==> config.mk <==
export PLATFORM = sky130hd
export DESIGN_NAME = iiea_node
export DESIGN_NICKNAME = d
export VERILOG_FILES = /design/src/hw/rtl/iiea_pkg.sv /design/src/hw/rtl/iiea_node.sv
export SDC_FILE = /design/constraint.sdc
export NUM_CORES = 1
export LEC_CHECK = 0
export ABC_CLOCK_PERIOD_IN_PS = 2780
export BUFFER_PORTS_ARGS = -buffer_cell sky130_fd_sc_hd__buf_4
export CORE_AREA = 2 2 268 270
export DETAILED_ROUTE_END_ITERATION = 10
export DIE_AREA = 0 0 270 272
export GPL_TIMING_DRIVEN = 0
export HOLD_SLACK_MARGIN = 0.15
export PLACE_DENSITY = 0.34
export SYNTH_ARGS = -nofsm -noshare
export SYNTH_HDL_FRONTEND = slang
export SYNTH_SLANG_ARGS = --single-unit
==> constraint.sdc <==
create_clock -name clk -period 2.78 [get_ports clk]
set_input_delay 0.139 -clock clk [delete_from_list [all_inputs] [get_ports clk]]
set_output_delay 0.139 -clock clk [all_outputs]
set_load 0.02 [all_outputs]
==> src/hw/rtl/iiea_pkg.sv <==
package iiea_pkg;

	// Command codes carried by the cmd field; code seven is a no-op.
	typedef enum logic [2:0] {
		CMD_READ   = 3'd0,
		CMD_WRITE  = 3'd1,
		CMD_INSERT = 3'd2,
		CMD_ERASE  = 3'd3,
		CMD_FIND   = 3'd4,
		CMD_RESIZE = 3'd5,
		CMD_CLEAR  = 3'd6
	} cmd_t;

	typedef enum logic [1:0] {
		ERR_OK       = 2'd0,
		ERR_RANGE    = 2'd1,
		ERR_CAPACITY = 2'd2
	} err_t;

	localparam int WORD_W   = 32;
	// Fan-in of one match tree node.
	localparam int FAN_BITS = 4;
	localparam int FAN      = 1 << FAN_BITS;

	// Broadcast from the controller to every cell in the chain.
	typedef struct packed {
		logic load;
		logic write;
		logic insert;
		logic erase;
		logic read;
		logic find;
	} cell_ctl_t;

endpackage

==> src/hw/rtl/iiea_node.sv <==
module iiea_node #(
	parameter int IXW = 8
) (
	input  logic                                               clk,
	input  logic [iiea_pkg::FAN-1:0]                           kid_any,
	input  logic [iiea_pkg::FAN-1:0][IXW-1:0]                  kid_idx,
	input  logic [iiea_pkg::FAN-1:0][iiea_pkg::WORD_W-1:0]     kid_data,
	output logic                                               any,
	output logic [IXW-1:0]                                     idx,
	output logic [iiea_pkg::WORD_W-1:0]                        data
);

	localparam int HALF = iiea_pkg::FAN / 2;

	logic                        lo_any, hi_any;
	logic [IXW-1:0]              lo_idx, hi_idx;
	logic [iiea_pkg::WORD_W-1:0] lo_data, hi_data;
	logic                        any_q;
	logic [IXW-1:0]              idx_q;
	logic [iiea_pkg::WORD_W-1:0] data_q;

	// Pick the lowest hit in each half, then prefer the lower half.
	always_comb begin
		lo_any  = 1'b0;
		lo_idx  = kid_idx[0];
		lo_data = kid_data[0];
		hi_any  = 1'b0;
		hi_idx  = kid_idx[HALF];
		hi_data = kid_data[HALF];
		for (int k = HALF - 1; k >= 0; k--) begin
			if (kid_any[k]) begin
				lo_any  = 1'b1;
				lo_idx  = kid_idx[k];
				lo_data = kid_data[k];
			end
			if (kid_any[k + HALF]) begin
				hi_any  = 1'b1;
				hi_idx  = kid_idx[k + HALF];
				hi_data = kid_data[k + HALF];
			end
		end
	end

	always_ff @(posedge clk) begin
		any_q  <= lo_any | hi_any;
		idx_q  <= lo_any ? lo_idx : hi_idx;
		data_q <= lo_any ? lo_data : hi_data;
	end

	assign any  = any_q;
	assign idx  = idx_q;
	assign data = data_q;

endmodule

==> qor.yml <==
logic_synthesis:
  syn_area_um2: 6610
  ys_top_cells_by_count: "92 x a21oi_1, 84 x o21ai_0, 66 x a221oi_1"
  synthArstFlopShare_pct: 0
  syn_inst: 901
  yosys-top-cells-area: "dfxtp_1 12%, a221oi_1 8.7%, mux2i_1 7.6%"
  yosysTopAreaCell: "dfxtp_1"
  yosysSeqAreaShare_pct: 12.4
  avgSynthCellArea_um2: 7.34
  ys_types: 42
  yosysMostFrequentCell: "a21oi_1"
  syn-num-nets: 1558
  netlist.area_leader.share_pct: 12.4
  synth_ff_type: "dfxtp_1"
  synth_edf_count: 0
  yosys_warnings: 0
  synth_seq_cells: 41
sta:
  tns_ns: 0
  drv_slew: 0
  min_period_over_period_pct: 97.9
  worstMarginPinSlew_ns: 1.11
  final_hold_viol_count: 0
  finalCriticalPeriod_ns: 2.72
  fmax_ghz: 0.367
  relSlewSlack_pct: 26.1
  finalSetupViolCount: 0
  rsz0062_at_grt: "false"
  timing.hold.ws_ns: 0.180
critical_path:
  cp.arrival_ns: 2.95
  cp-end-kind: "flop"
  worstPathRequired_ns: 3.01
  critPathMaxFanout: 10
  startpoint_type: "primary input"
  setup.worst_path.class: "primary input to flop"
pwr:
  p_sw_share_pct: 40.8
  clkPwrFrac_pct: 22.8
  vdd_drop_max_mv: 0.224
  power_frac_seq_pct: 18.8
  power_leakage_uw: 0.00587
  p_per_area_nw_per_um2: 261
  netSwitchingPower_uw: 1450
  combPwrFrac_pct: 58.5
  intPower_uw: 2110
route:
  routedWlPerCell_um: 29.4
  drtAntennaViolNets: 0
  drc: 0
  drtIter0Drc: 745
  first_pass_iters: 5
  avgViaCountPerCell: 4.43
  via_count: 11500
  drt-total-wl_mm: 76.3
grt:
  first_global_vias: 11900
  grt_overflow: 0
  grt_first_pass_wirelength_mm: 100
  gr-usage-all-layers_pct: 19.7
  antenna_found_initial: 8
  grt_max_degree: 14
layout:
  fin_util_pct: 19.3
  synthToLayoutAreaGrowth_pct: 106
  stdcell_area_um2: 13600
  drive_gt1_share_pct: 47.5
  nets: 2303
clock_network:
  cts_tree: "yes"
  cts_setup_buffers: 0
  numCtsBuffers: 5
  htreeDepth: 2
  clkTransAtPathRegs_ns: 0.09
  clock_sinks: 41
  clockRootBuffer: "clkbuf_16"
  clockBufferDepth: 2
run:
  maxCapViolations: 0
die:
  start_util_pct: 9.34
  top_level_ports: 698
  dieArea_um2: 73400
  dieWidth_um: 270
  core-area_um2: 70800
  fp.dieH_um: 272
  num_rows: 98
placed_design:
  portBuffers: 690
  dp_hpwl_mm: 66.7
  place_congestion: 0.943
  place_area_um2: 13000
outcome:
  status: "finished clean"
min_path:
  hp-class: "primary input to flop"
[worst max-delay path, cell delays in order]
cell and delay (ns):
clkbuf_1 0.27, nor3_2 0.52, clkbuf_1 0.69, a21oi_1 0.15, a21oi_1 0.44, o22ai_1 0.16, dlygate4sd3_1 0.57
[stage by stage]
stage	instances	power, µW	worst slack, ns
final	2598	3560	0.0573
after global routing	2598	3750	0.0640
after CTS	2597	3630	0.0409
after detailed placement	2541	2710	-0.397
after global placement	2541	2700	-0.401
after floorplan	901	1370	1.32
[repair_timing]
item / in CTS / in global routing
pin swaps: 0 / 0
hold buffers: 48 / 0
endpoints found under the hold margin: 26 / 0
gates resized for setup: 1 / 2
endpoints found under the setup margin: 1 / 2
[power groups by stage]
stage          clock network [µW]  registers (µW)  logic [µW]
2_1_floorplan                   0             753         621
3_3_place_gp                    0             680        2020
3_5_place_dp                    0             681        2030
4_1_cts                       860             668        2100
5_1_grt                       870             672        2210
6_report                      810             667        2080
[routing by layer]
metal,global-route usage [%],routed length (µm),up-vias
met5,0,10,-
met4,5.20,1770,2
met3,4.33,5000,57
met2,34.7,37500,621
met1,24.1,32000,5621
li1,-,-,5198
[cells in the final DEF (no fill, tap or decap), types with 13 or more instances in the layout]
master / synthesis / final
o22a_1: 14 / 14
nor3_1: 16 / 15
nor2_1: 14 / 14
a221oi_2: 14 / 14
nand2b_1: 14 / 14
inv_1: 26 / 26
o21ai_0: 84 / 84
o22ai_1: 46 / 46
a221o_1: 44 / 44
dfxtp_1: 41 / 41
a221oi_1: 66 / 66
mux2_2: 14 / 14
mux2i_1: 50 / 50
nand2_1: 47 / 47
buf_4: 8 / 698
o221ai_1: 52 / 52
buf_2: 36 / 36
clkbuf_1: 60 / 60
a21oi_1: 92 / 92
a211o_1: 14 / 14
o211ai_1: 49 / 49
dlygate4sd3_1: 0 / 48
a211oi_1: 13 / 13
nor2b_1: 26 / 26
[final cells by class]
type	count	area, µm²
fillers	8159	57100
multi-input cells	718	5140
clock inverters	2	38.8
repair buffers	738	5660
inverters	28	105
plain buffers	114	549
clock buffers	6	129
diodes	1	2.50
flip-flops and latches	41	821
well taps	950	1190
[registers in the layout, summed over array words and instances, names as in the netlist]
name and flops:
idx 8, any 1, data 32
[worst paths after layout]
path | startpoint | endpoint | slack (ns) | depth (start not counted)
setup / recovery | kid_any[13] | data[13] | 0.06 | 7
hold / removal | kid_data[60] | data[28] | 0.18 | 3
[kinds of logic (layout without fill, tap and decap cells)]
| kind of cell | after synthesis | count (layout) | share of synthesized area (%) |
|---|---|---|---|
| multiplexers | 64 | 64 | 9.96 |
| AO/OA/AOI/OAI | 513 | 513 | 56.6 |
| flip-flops | 41 | 41 | 12.4 |
| AND/OR/NAND/NOR | 141 | 141 | 11.1 |
| buffers and inverters | 142 | 888 | 9.88 |
| other | 0 | 1 | 0 |
Power figures use the tool's default switching activity.
