## src/hw/rtl/iiea_pkg.sv

```systemverilog
package iiea_pkg;

	// Command codes carried by the cmd field; code seven is a no-op.
	typedef enum logic [2:0] {
		CMD_READ   = 3'd0,
		CMD_WRITE  = 3'd1,
		CMD_INSERT = 3'd2,
		CMD_ERASE  = 3'd3,
		CMD_FIND   = 3'd4,
		CMD_RESIZE = 3'd5,
		CMD_CLEAR  = 3'd6
	} cmd_t;

	typedef enum logic [1:0] {
		ERR_OK       = 2'd0,
		ERR_RANGE    = 2'd1,
		ERR_CAPACITY = 2'd2
	} err_t;

	localparam int WORD_W   = 32;
	// Fan-in of one match tree node.
	localparam int FAN_BITS = 4;
	localparam int FAN      = 1 << FAN_BITS;

	// Broadcast from the controller to every cell in the chain.
	typedef struct packed {
		logic load;
		logic write;
		logic insert;
		logic erase;
		logic read;
		logic find;
	} cell_ctl_t;

endpackage

```

## src/hw/rtl/iiea_cell.sv

```systemverilog
module iiea_cell #(
	parameter int IW  = 9,
	parameter int POS = 0
) (
	input  logic                              clk,
	input  logic                              arst_n,
	input  iiea_pkg::cell_ctl_t               ctl,
	input  logic [IW-1:0]                     idx,
	input  logic [IW-1:0]                     count,
	input  logic [iiea_pkg::WORD_W-1:0]       value,
	input  logic [iiea_pkg::WORD_W-1:0]       left,
	input  logic [iiea_pkg::WORD_W-1:0]       right,
	output logic [iiea_pkg::WORD_W-1:0]       word,
	output logic                              hit
);

	localparam logic [IW-1:0] POS_L  = IW'(POS);
	localparam logic [IW-1:0] POS_UP = IW'(POS + 1);

	logic [iiea_pkg::WORD_W-1:0] word_q;
	logic [iiea_pkg::WORD_W-1:0] word_nxt;
	logic                        hit_q;
	logic                        hit_nxt;

	always_comb begin
		word_nxt = word_q;
		if (ctl.write && POS_L == idx) begin
			word_nxt = value;
		end
		if (ctl.insert) begin
			if (POS_L == idx) begin
				word_nxt = value;
			end else if (POS_L > idx && POS_L <= count) begin
				word_nxt = left;
			end
		end
		if (ctl.erase && POS_L >= idx && POS_UP < count) begin
			word_nxt = right;
		end
	end

	// Hit is sampled against the words as they stand before this item.
	assign hit_nxt = (ctl.read && POS_L == idx) ||
		(ctl.find && POS_L < count && word_q == value);

	always_ff @(posedge clk or negedge arst_n) begin
		if (!arst_n) begin
			word_q <= '0;
		end else begin
			word_q <= word_nxt;
		end
	end

	// Hold the hit flag for the whole tree walk.
	always_ff @(posedge clk) begin
		if (ctl.load) begin
			hit_q <= hit_nxt;
		end
	end

	assign word = word_q;
	assign hit  = hit_q;

endmodule

```

## config.mk

```make
export PLATFORM = sky130hd
export DESIGN_NAME = iiea_cell
export DESIGN_NICKNAME = d
export VERILOG_FILES = /design/src/hw/rtl/iiea_pkg.sv /design/src/hw/rtl/iiea_cell.sv
export SDC_FILE = /design/constraint.sdc
export NUM_CORES = 1
export LEC_CHECK = 0
export ABC_AREA = 1
export ABC_CLOCK_PERIOD_IN_PS = 2300
export BUFFER_PORTS_ARGS = -buffer_cell sky130_fd_sc_hd__buf_4
export CAP_MARGIN = 40
export CORE_UTILIZATION = 31
export DETAILED_ROUTE_END_ITERATION = 10
export GPL_ROUTABILITY_DRIVEN = 0
export PLACE_DENSITY = 0.7
export SKIP_LAST_GASP = 1
export SYNTH_ARGS = -nofsm -noshare
export SYNTH_HDL_FRONTEND = slang
export SYNTH_SLANG_ARGS = --single-unit
export TNS_END_PERCENT = 20
```

## constraint.sdc

```tcl
create_clock -name clk -period 2.3 [get_ports clk]
set_input_delay 0.46 -clock clk [delete_from_list [all_inputs] [get_ports clk]]
set_output_delay 0.46 -clock clk [all_outputs]
set_load 0.02 [all_outputs]
```

==> out/metrics.cfg, run 1 <==
[placement]
placement.cell_area_um2=3971
dp_cells=757
hpwl_um=7163
port_buffers=122

[timing]
fin_crit_ps=1589
post-route-period-util=0.6907
finalHoldViolCount=0
fmax_mhz=629.5
rsz0062_at_grt=false
fin_skew_ps=6.427
finalMaxSlewViolations=0
setup_violations=0
setup_tns_ps=0
hold_slack_ps=118.0
slew_headroom=0.5577
tightest_slew_ps=662.5

[setup_path]
crit_required_ps=2470
worst_path_max_delay_cell=inv_2
reg2reg_to=hit
path_cells=buf_4, nor2_1, nand3_1, nor2_4, nand2_1, nor2_4, inv_2, nand3_1, nand2_1
rr_worst_depth=7
slowest_delay_ps=280
ff2ff_setup_slack_ps=1020
path_max_fanout=32
cp-end-kind=register
cp.arrival_ps=1760
setup.worst_path.start_class=input pin
critPathTopFamily=simple AND/OR/NAND/NOR gates
worstPathBufferInverterCount=2
critPathKind=in2reg
r2r_start=word[24]

[floorplanning]
die_y_um=99.60
core_area_um2=9240
dieArea_um2=9919
start_util=0.3196
std_cell_rows=35
pin_count=155
dieWidth_um=99.60

[status]
status=completed

[grt]
grt_pass1_vias=3488
gr-usage-met3=0.03514
use_met1=0.2636
grt_pass1_wl_um=16220
track_usage=0.2045
antenna_found_initial=0
overflow=0
met2_usage=0.3467
top_usage_layer=met2
grt_start_max_net_pins=34

[yosys]
async_flop_share=0.9697
ys_seq_area_frac=0.2814
synth_area_leaders=nand2_1 (30%), dfrtp_1 (27%), nand3_1 (22%)
synth_seq_cells=33
synth.distinct_cells=19
ys.flop_type=dfrtp_1
synth-edff-count=1
yosysTopAreaCell=nand2_1
synth_commonest_cells=nand2_1 (239), nand3_1 (131), inv_1 (54)
netlist_area_um2=2953
syn-num-nets=648
syn_area_per_cell_um2=5.614
yosysMostFrequentCell=nand2_1
yosys.area.top_type_share=0.3038
postSynthCellCount=526
yosysWarnings=0

[clock_network]
cts_tree=done
clockRootBuffer=clkbuf_8
path_clk_slew_ps=80
insertion_delay_ps=290
htreeDepth=2
clk_path_buf_depth=2
ctsResizeCount=0
clock_sinks=33
ctsHoldBuffers=0
cts_setup_buffers=0
cts_buffers=5

[pwr]
clkPwrFrac=0.232
vdd_drop_max_uv=258.9
swShare=0.3821
p_int_mw=1.360
p_seq_frac=0.366
combPwrFrac=0.403
leakage_nw=2.340
p_switching_uw=841.1
powerDensity_nw_per_um2=540.5

[finish]
fin_area_um2=4073
area_delta_synth_final_pct=37.92
multi_input_area_um2=1769
insertedDiodeCount=0
fin_nets=757
drive_above_1_share=0.2248
seqCellArea_um2=830.8
final_util=0.4408
final_cells=765
num-fill-cells=999

[drt]
dr.pass1.iters=4
wirelength_um=10030
ant_nets=0
first_iter_violations=285
num_vias=3742
routedWlPerCell_um=13.12
drc_errors=0
avgViaCountPerCell=4.892

[flow_run]
cap_violations=0

[worst_hold_path]
min-delay-path-class=in2async

## cell families after synthesis
group | after synthesis | synth area share
AO/OA/AOI/OAI | 5 | 0.01017
XOR/XNOR | 9 | 0.02670
buffers and inverters | 85 | 0.1212
flip-flops | 33 | 0.2814
AND/OR/NAND/NOR | 394 | 0.5606
## through the flow
step | setup WS [ps] | power (mW)
global route | 582.4 | 2.364
CTS | 699.8 | 2.227
finish | 711.3 | 2.201
global placement | 442.4 | 1.681
floorplan | 842.5 | 1.291
detailed placement | 392.3 | 1.706
## flip-flops by register name (all words and copies together) (netlist names)
register,flops
word,32
hit,1
## worst max path at each step
stage / startpoint / endpoint / slack (ps) / cells past startpoint
finish: idx[7] / word[21] / 710 / 9
global route: idx[7] / word[26] / 580 / 9
CTS: idx[7] / word[19] / 700 / 9
detailed placement: idx[7] / word[19] / 390 / 9
global placement: idx[8] / word[19] / 440 / 9
floorplan: idx[8] / word[10] / 840 / 9
## placed cells by master, fill, tap and decap left out, drive strengths merged
cell,count
inv,55
o22ai,2
buf,132
xnor2,7
clkbuf,7
nand4,1
nand3,131
o21bai,1
clkinv,1
o21ai,2
edfxtp,1
nor2,23
nand2,239
dfrtp,32
xor2,2
## metal layers
layer | share of wire | wire length, um
met1 | 0.43 | 4364
met3 | 0.072 | 721
met5 | 0 | 0
met4 | 0.0086 | 86
met2 | 0.48 | 4861
## power by group through the flow
stage / Clock [mW] / Sequential, mW / Combinational (mW)
CTS: 0.529 / 0.804 / 0.894
global placement: 0 / 0.809 / 0.872
detailed placement: 0 / 0.814 / 0.891
floorplan: 0 / 0.914 / 0.377
finish: 0.510 / 0.805 / 0.886
global route: 0.547 / 0.825 / 0.991
## layout make-up
type                    instances  share of cell area
well taps                     129             0.03963
inverters                      55             0.05069
multi-input cells             408              0.4344
flip-flops and latches         33              0.2040
repair buffers                132              0.2464
clock inverters                 1            0.001229
clock buffers                   7             0.02366
(Power assumes the default switching activity.)
==> run 2, diff against run 1 <==
--- a/config.mk
+++ b/config.mk
@@ -5,14 +5,14 @@
 export SDC_FILE = /design/constraint.sdc
 export NUM_CORES = 1
 export LEC_CHECK = 0
-export ABC_AREA = 1
-export ABC_CLOCK_PERIOD_IN_PS = 2300
+export ABC_AREA = 0
+export ABC_CLOCK_PERIOD_IN_PS = 1490
 export BUFFER_PORTS_ARGS = -buffer_cell sky130_fd_sc_hd__buf_4
 export CAP_MARGIN = 40
 export CORE_UTILIZATION = 31
 export DETAILED_ROUTE_END_ITERATION = 10
 export GPL_ROUTABILITY_DRIVEN = 0
-export PLACE_DENSITY = 0.7
+export PLACE_DENSITY = 0.76
 export SKIP_LAST_GASP = 1
 export SYNTH_ARGS = -nofsm -noshare
 export SYNTH_HDL_FRONTEND = slang
==> constraint.sdc (replaced) <==
create_clock -name clk -period 1.49 [get_ports clk]
set_input_delay 0.298 -clock clk [delete_from_list [all_inputs] [get_ports clk]]
set_output_delay 0.298 -clock clk [all_outputs]
set_load 0.02 [all_outputs]
==> out/metrics.cfg, run 2 <==
[status]
status=finished, violations left
violations=setup timing

[yosys]
postSynthCellCount=158
synth_seq_cells=33
yosysWarnings=0
ys.flop_type=dfrtp_1
async_flop_share=0.9697
synth_area_leaders=dfrtp_1 (39%), mux2_1 (35%), xor2_1 (13%)
syn_area_per_cell_um2=13.02
synth.distinct_cells=20
synth-edff-count=1
syn-num-nets=280
yosysTopAreaCell=dfrtp_1
ys_seq_area_frac=0.4039
yosysMostFrequentCell=mux2_1
synth_commonest_cells=mux2_1 (64), dfrtp_1 (32), xor2_1 (31)
yosys.area.top_type_share=0.3893
netlist_area_um2=2057

[clock_network]
htreeDepth=2
cts_buffers=5
clk_path_buf_depth=2
clock_sinks=33
insertion_delay_ps=270
cts_tree=done
clockRootBuffer=clkbuf_8
path_clk_slew_ps=70

[drt]
first_iter_violations=25
dr.pass1.iters=4
drc_errors=0
ant_nets=0
avgViaCountPerCell=4.569
routedWlPerCell_um=15.72
num_vias=1855
wirelength_um=6382

[pwr]
p_switching_uw=634.4
swShare=0.2554
p_seq_frac=0.402
powerDensity_nw_per_um2=651.9
clkPwrFrac=0.296
vdd_drop_max_uv=352.4
power_mw=2.484
leakage_nw=2.108
p_int_mw=1.849
combPwrFrac=0.302

[timing]
slew_headroom=0.7141
setup_ws_ps=-525.5
fin_crit_ps=2015
setup_violations=33
post-route-period-util=1.353
finalMaxSlewViolations=0
hold_slack_ps=221.6
rsz0062_at_grt=true
finalHoldViolCount=0
tightest_slew_ps=428.9
fmax_mhz=496.2
fin_skew_ps=4.721

[placement]
dp_cells=391
port_buffers=122
hpwl_um=4789

[grt]
antenna_found_initial=0
grt_pass1_vias=2068
grt_start_max_net_pins=33
grt_pass1_wl_um=9860
track_usage=0.1770
overflow=0

[finish]
drive_above_1_share=0.7416
multi_input_area_um2=1418
num-fill-cells=523
area_delta_synth_final_pct=85.22
largest_reg_flops=32
layout_common_cells=buf_4 (159), mux2_4 (64), dfrtp_1 (32), xor2_1 (31), nor4_1 (9)
fin_nets=450
seqCellArea_um2=830.8
insertedDiodeCount=0
final_cells=406
final_util=0.5966
final_common_cell=buf_4

[setup_path]
cp.arrival_ps=2180
setup.worst_path.start_class=input pin
critPathKind=in2reg
crit_start=idx[6]
crit_required_ps=1650
path_max_fanout=6
r2r_start=word[1]
cp-end-kind=register

[floorplanning]
start_util=0.3221
dieArea_um2=6965
die_y_um=83.46
pin_count=155
std_cell_rows=29
dieWidth_um=83.46
core_area_um2=6386

[flow_run]
cap_violations=0

[worst_hold_path]
holdCritStartpoint=ctl[5]
min-delay-path-class=in2reg

## run 2: cell types whose count changed in the layout (fill, tap and decap cells not counted), sizes merged, moves of 2 or more
cell,previous run,this run
xnor2,7,1
buf,132,165
inv,55,0
nor2,23,2
o22ai,2,0
xor2,2,31
nand2,239,2
nor4,0,10
nand3,131,2
clkbuf,7,10
o21ai,2,0
mux2,0,64
## run 2: timing repair
item,4_1_cts,5_1_grt
gates resized for setup,0,10
setup buffers,0,2
pin swaps,0,2
setup endpoints to repair,33,33
cloned,0,4
hold buffers,1,0
hold endpoints to repair,32,0
## run 2: worst paths after layout
kind,endpoint,cells past startpoint,slack [ps]
max,word[23],7,-530
min,hit,1,220
max reg2reg,hit,5,-170
min reg2reg,word[27],2,700
max in group asynchronous,word[12],2,680
min in group asynchronous,word[1],2,500
## run 2: through the flow
stage,worst slack [ps],cell area (um2),TNS (ps)
2_1_floorplan,-638.0,2282,-20140
3_3_place_gp,-754.7,3558,-23300
3_5_place_dp,-795.3,3558,-24460
4_1_cts,-496.4,3670,-14720
5_1_grt,-536.8,3810,-16860
6_report,-525.5,3810,-16160
## run 2: metal layers
metal / vias to the layer above / global-route usage / routed length [um]
met5: - / 0 / 0
met4: 0 / 0.05085 / 51
met3: 6 / 0.03858 / 291
met2: 64 / 0.3145 / 3406
met1: 870 / 0.2150 / 2633
li1: 915 / - / -
## run 2: cell families (layout without fill, tap and decap cells)
kind of cell           Yosys count  after routing  share of synthesized area
flip-flops                      33             33                     0.4039
AO/OA/AOI/OAI                    2              2                   0.007910
multiplexers                    64             64                     0.3504
XOR/XNOR                        32             32                     0.1363
buffers and inverters            6            177                    0.02372
AND/OR/NAND/NOR                 21             21                    0.07786
## run 2: final cells by class
cell class                 instances  share of cell area
timing repair buffer             169              0.3580
clock buffer                       7             0.02529
sequential                        33              0.2181
multi-input combinational        119              0.3721
clock inverter                     1            0.001314
tap                               77             0.02529
## run 2: power groups by stage
stage	combinational, mW	clock [mW]	sequential (mW)
after floorplan	0.233	0	1.09
after global placement	0.726	0	1.01
after detailed placement	0.739	0	1.02
after CTS	0.745	0.771	0.999
after global routing	0.805	0.822	1.01
final	0.750	0.735	1.00
## run 2: critical path, cell delays in order
cell       delay (ps)
buf_6              90
or4_4             550
nor4b_4           320
buf_4             200
clkbuf_16         160
mux2_4            300
mux2_4            260
==> run 3, diff against run 2 <==
--- a/config.mk
+++ b/config.mk
@@ -9,10 +9,12 @@
 export ABC_CLOCK_PERIOD_IN_PS = 1490
 export BUFFER_PORTS_ARGS = -buffer_cell sky130_fd_sc_hd__buf_4
 export CAP_MARGIN = 40
-export CORE_UTILIZATION = 31
+export CELL_PAD_IN_SITES_DETAIL_PLACEMENT = 1
+export CELL_PAD_IN_SITES_GLOBAL_PLACEMENT = 1
+export CORE_UTILIZATION = 29
 export DETAILED_ROUTE_END_ITERATION = 10
 export GPL_ROUTABILITY_DRIVEN = 0
-export PLACE_DENSITY = 0.76
+export PLACE_DENSITY = 0.91
 export SKIP_LAST_GASP = 1
 export SYNTH_ARGS = -nofsm -noshare
 export SYNTH_HDL_FRONTEND = slang
==> out/metrics.cfg, run 3 (same netlist as run 2, synthesis figures left out) <==
[drt]
routedWlPerCell_um=17.79
dr.pass1.iters=6
wirelength_um=7170
avgViaCountPerCell=4.546
ant_nets=0
num_vias=1832
drc_errors=0
first_iter_violations=24

[flow_run]
cap_violations=0

[clock_network]
clock_sinks=33
htreeDepth=2
clockRootBuffer=clkbuf_8
path_clk_slew_ps=70
cts_setup_buffers=0
clk_path_buf_depth=2
cts_tree=done
cts_buffers=5
insertion_delay_ps=280

[finish]
final_util=0.5299
fin_area_um2=3620
fin_nets=429
final_common_cell=buf_4
area_delta_synth_final_pct=75.97
final_cells=403
num-fill-cells=746
insertedDiodeCount=0
largest_reg_flops=32
drive_above_1_share=0.7068
layout_common_cells=buf_4 (140), mux2_4 (60), dfrtp_1 (32), xor2_1 (31), nor4_1 (9)

[setup_path]
path_max_fanout=13
path_cells=buf_4, or4_4, nor4b_4, buf_6, mux2_1, mux2_1
crit_cells=6
slowest_delay_ps=540
worstPathBufferInverterCount=2
cp-end-kind=register
worst_path_max_delay_cell=or4_4
rr_worst_depth=4
critPathTopFamily=simple AND/OR/NAND/NOR gates
cp.arrival_ps=2150
crit_required_ps=1660
critPathKind=in2reg
critPathMostFrequentCell=mux2_1
setup.worst_path.start_class=input pin

[timing]
finalHoldViolCount=0
setup_violations=33
fin_crit_ps=1983
slew_headroom=0.6955
fin_skew_ps=2.193
post-route-period-util=1.331
fmax_mhz=504.2
setup_ws_ps=-493.2
setup_tns_ps=-14940
rsz0062_at_grt=true
tightest_slew_ps=456.7
finalMaxSlewViolations=0

[status]
status=finished, violations left
violations=setup timing

[grt]
grt_pass1_wl_um=10740
antenna_found_initial=0
track_usage=0.1910
overflow=0
grt_pass1_vias=2110
grt_start_max_net_pins=33

[floorplanning]
core_area_um2=6832
dieWidth_um=86.22
dieArea_um2=7434
pin_count=155
std_cell_rows=30
start_util=0.3011
die_y_um=86.22

[placement]
port_buffers=122
hpwl_um=5667
dp_cells=394
placement.cell_area_um2=3487

[pwr]
vdd_drop_max_uv=294.6
leakage_nw=1.979
powerDensity_nw_per_um2=664.1
power_mw=2.404

[worst_hold_path]
worstHoldPathCells=1
min-delay-path-class=in2reg

run 3: path summary, 6_finish.rpt:
check / from / slack [ps] / endpoint
hold reg to reg: word[31] / 660 / word[31]
hold / removal: ctl[5] / 210 / hit
max in group asynchronous: arst_n / 650 / word[1]
setup reg to reg: word[21] / -100 / hit
setup / recovery: idx[8] / -490 / word[0]
min in group asynchronous: arst_n / 520 / word[12]
run 3: timing repair:
action,CTS,global route
endpoints found under the hold margin,32,0
hold buffers,1,0
cloned,0,1
resized for setup,1,2
setup endpoints to repair,33,33
run 3: per-layer routing:
layer / global-route usage / wire length [um] / share of wire / up-vias
met2: 0.3629 / 3773 / 0.53 / 76
met1: 0.2145 / 2855 / 0.40 / 879
met4: 0.05606 / 107 / 0.015 / 0
met3: 0.03714 / 434 / 0.061 / 9
met5: 0 / 0 / 0 / -
li1: - / - / - / 868
run 3: final cells by class:
cell class	count	area, um2	share of cell area
timing repair buffer	148	1180	0.3260
clock buffer	7	86.33	0.02385
sequential	33	830.8	0.2295
multi-input combinational	119	1403	0.3875
tap	96	120.1	0.03318
run 3: metrics by stage:
step           setup WS (ps)  hold slack, ps
2_1_floorplan         -638.0           2.409
3_3_place_gp          -750.6           266.9
3_5_place_dp          -838.8           279.6
4_1_cts               -521.8           202.3
5_1_grt               -534.8           203.8
6_report              -493.2           213.0
run 3: report_power, final:
part	leakage, nW	internal (mW)	total [mW]	switching [mW]
Combinational	1.49	0.433	0.701	0.268
Sequential	0.449	0.956	1.01	0.0546
Clock	0.0443	0.367	0.692	0.325
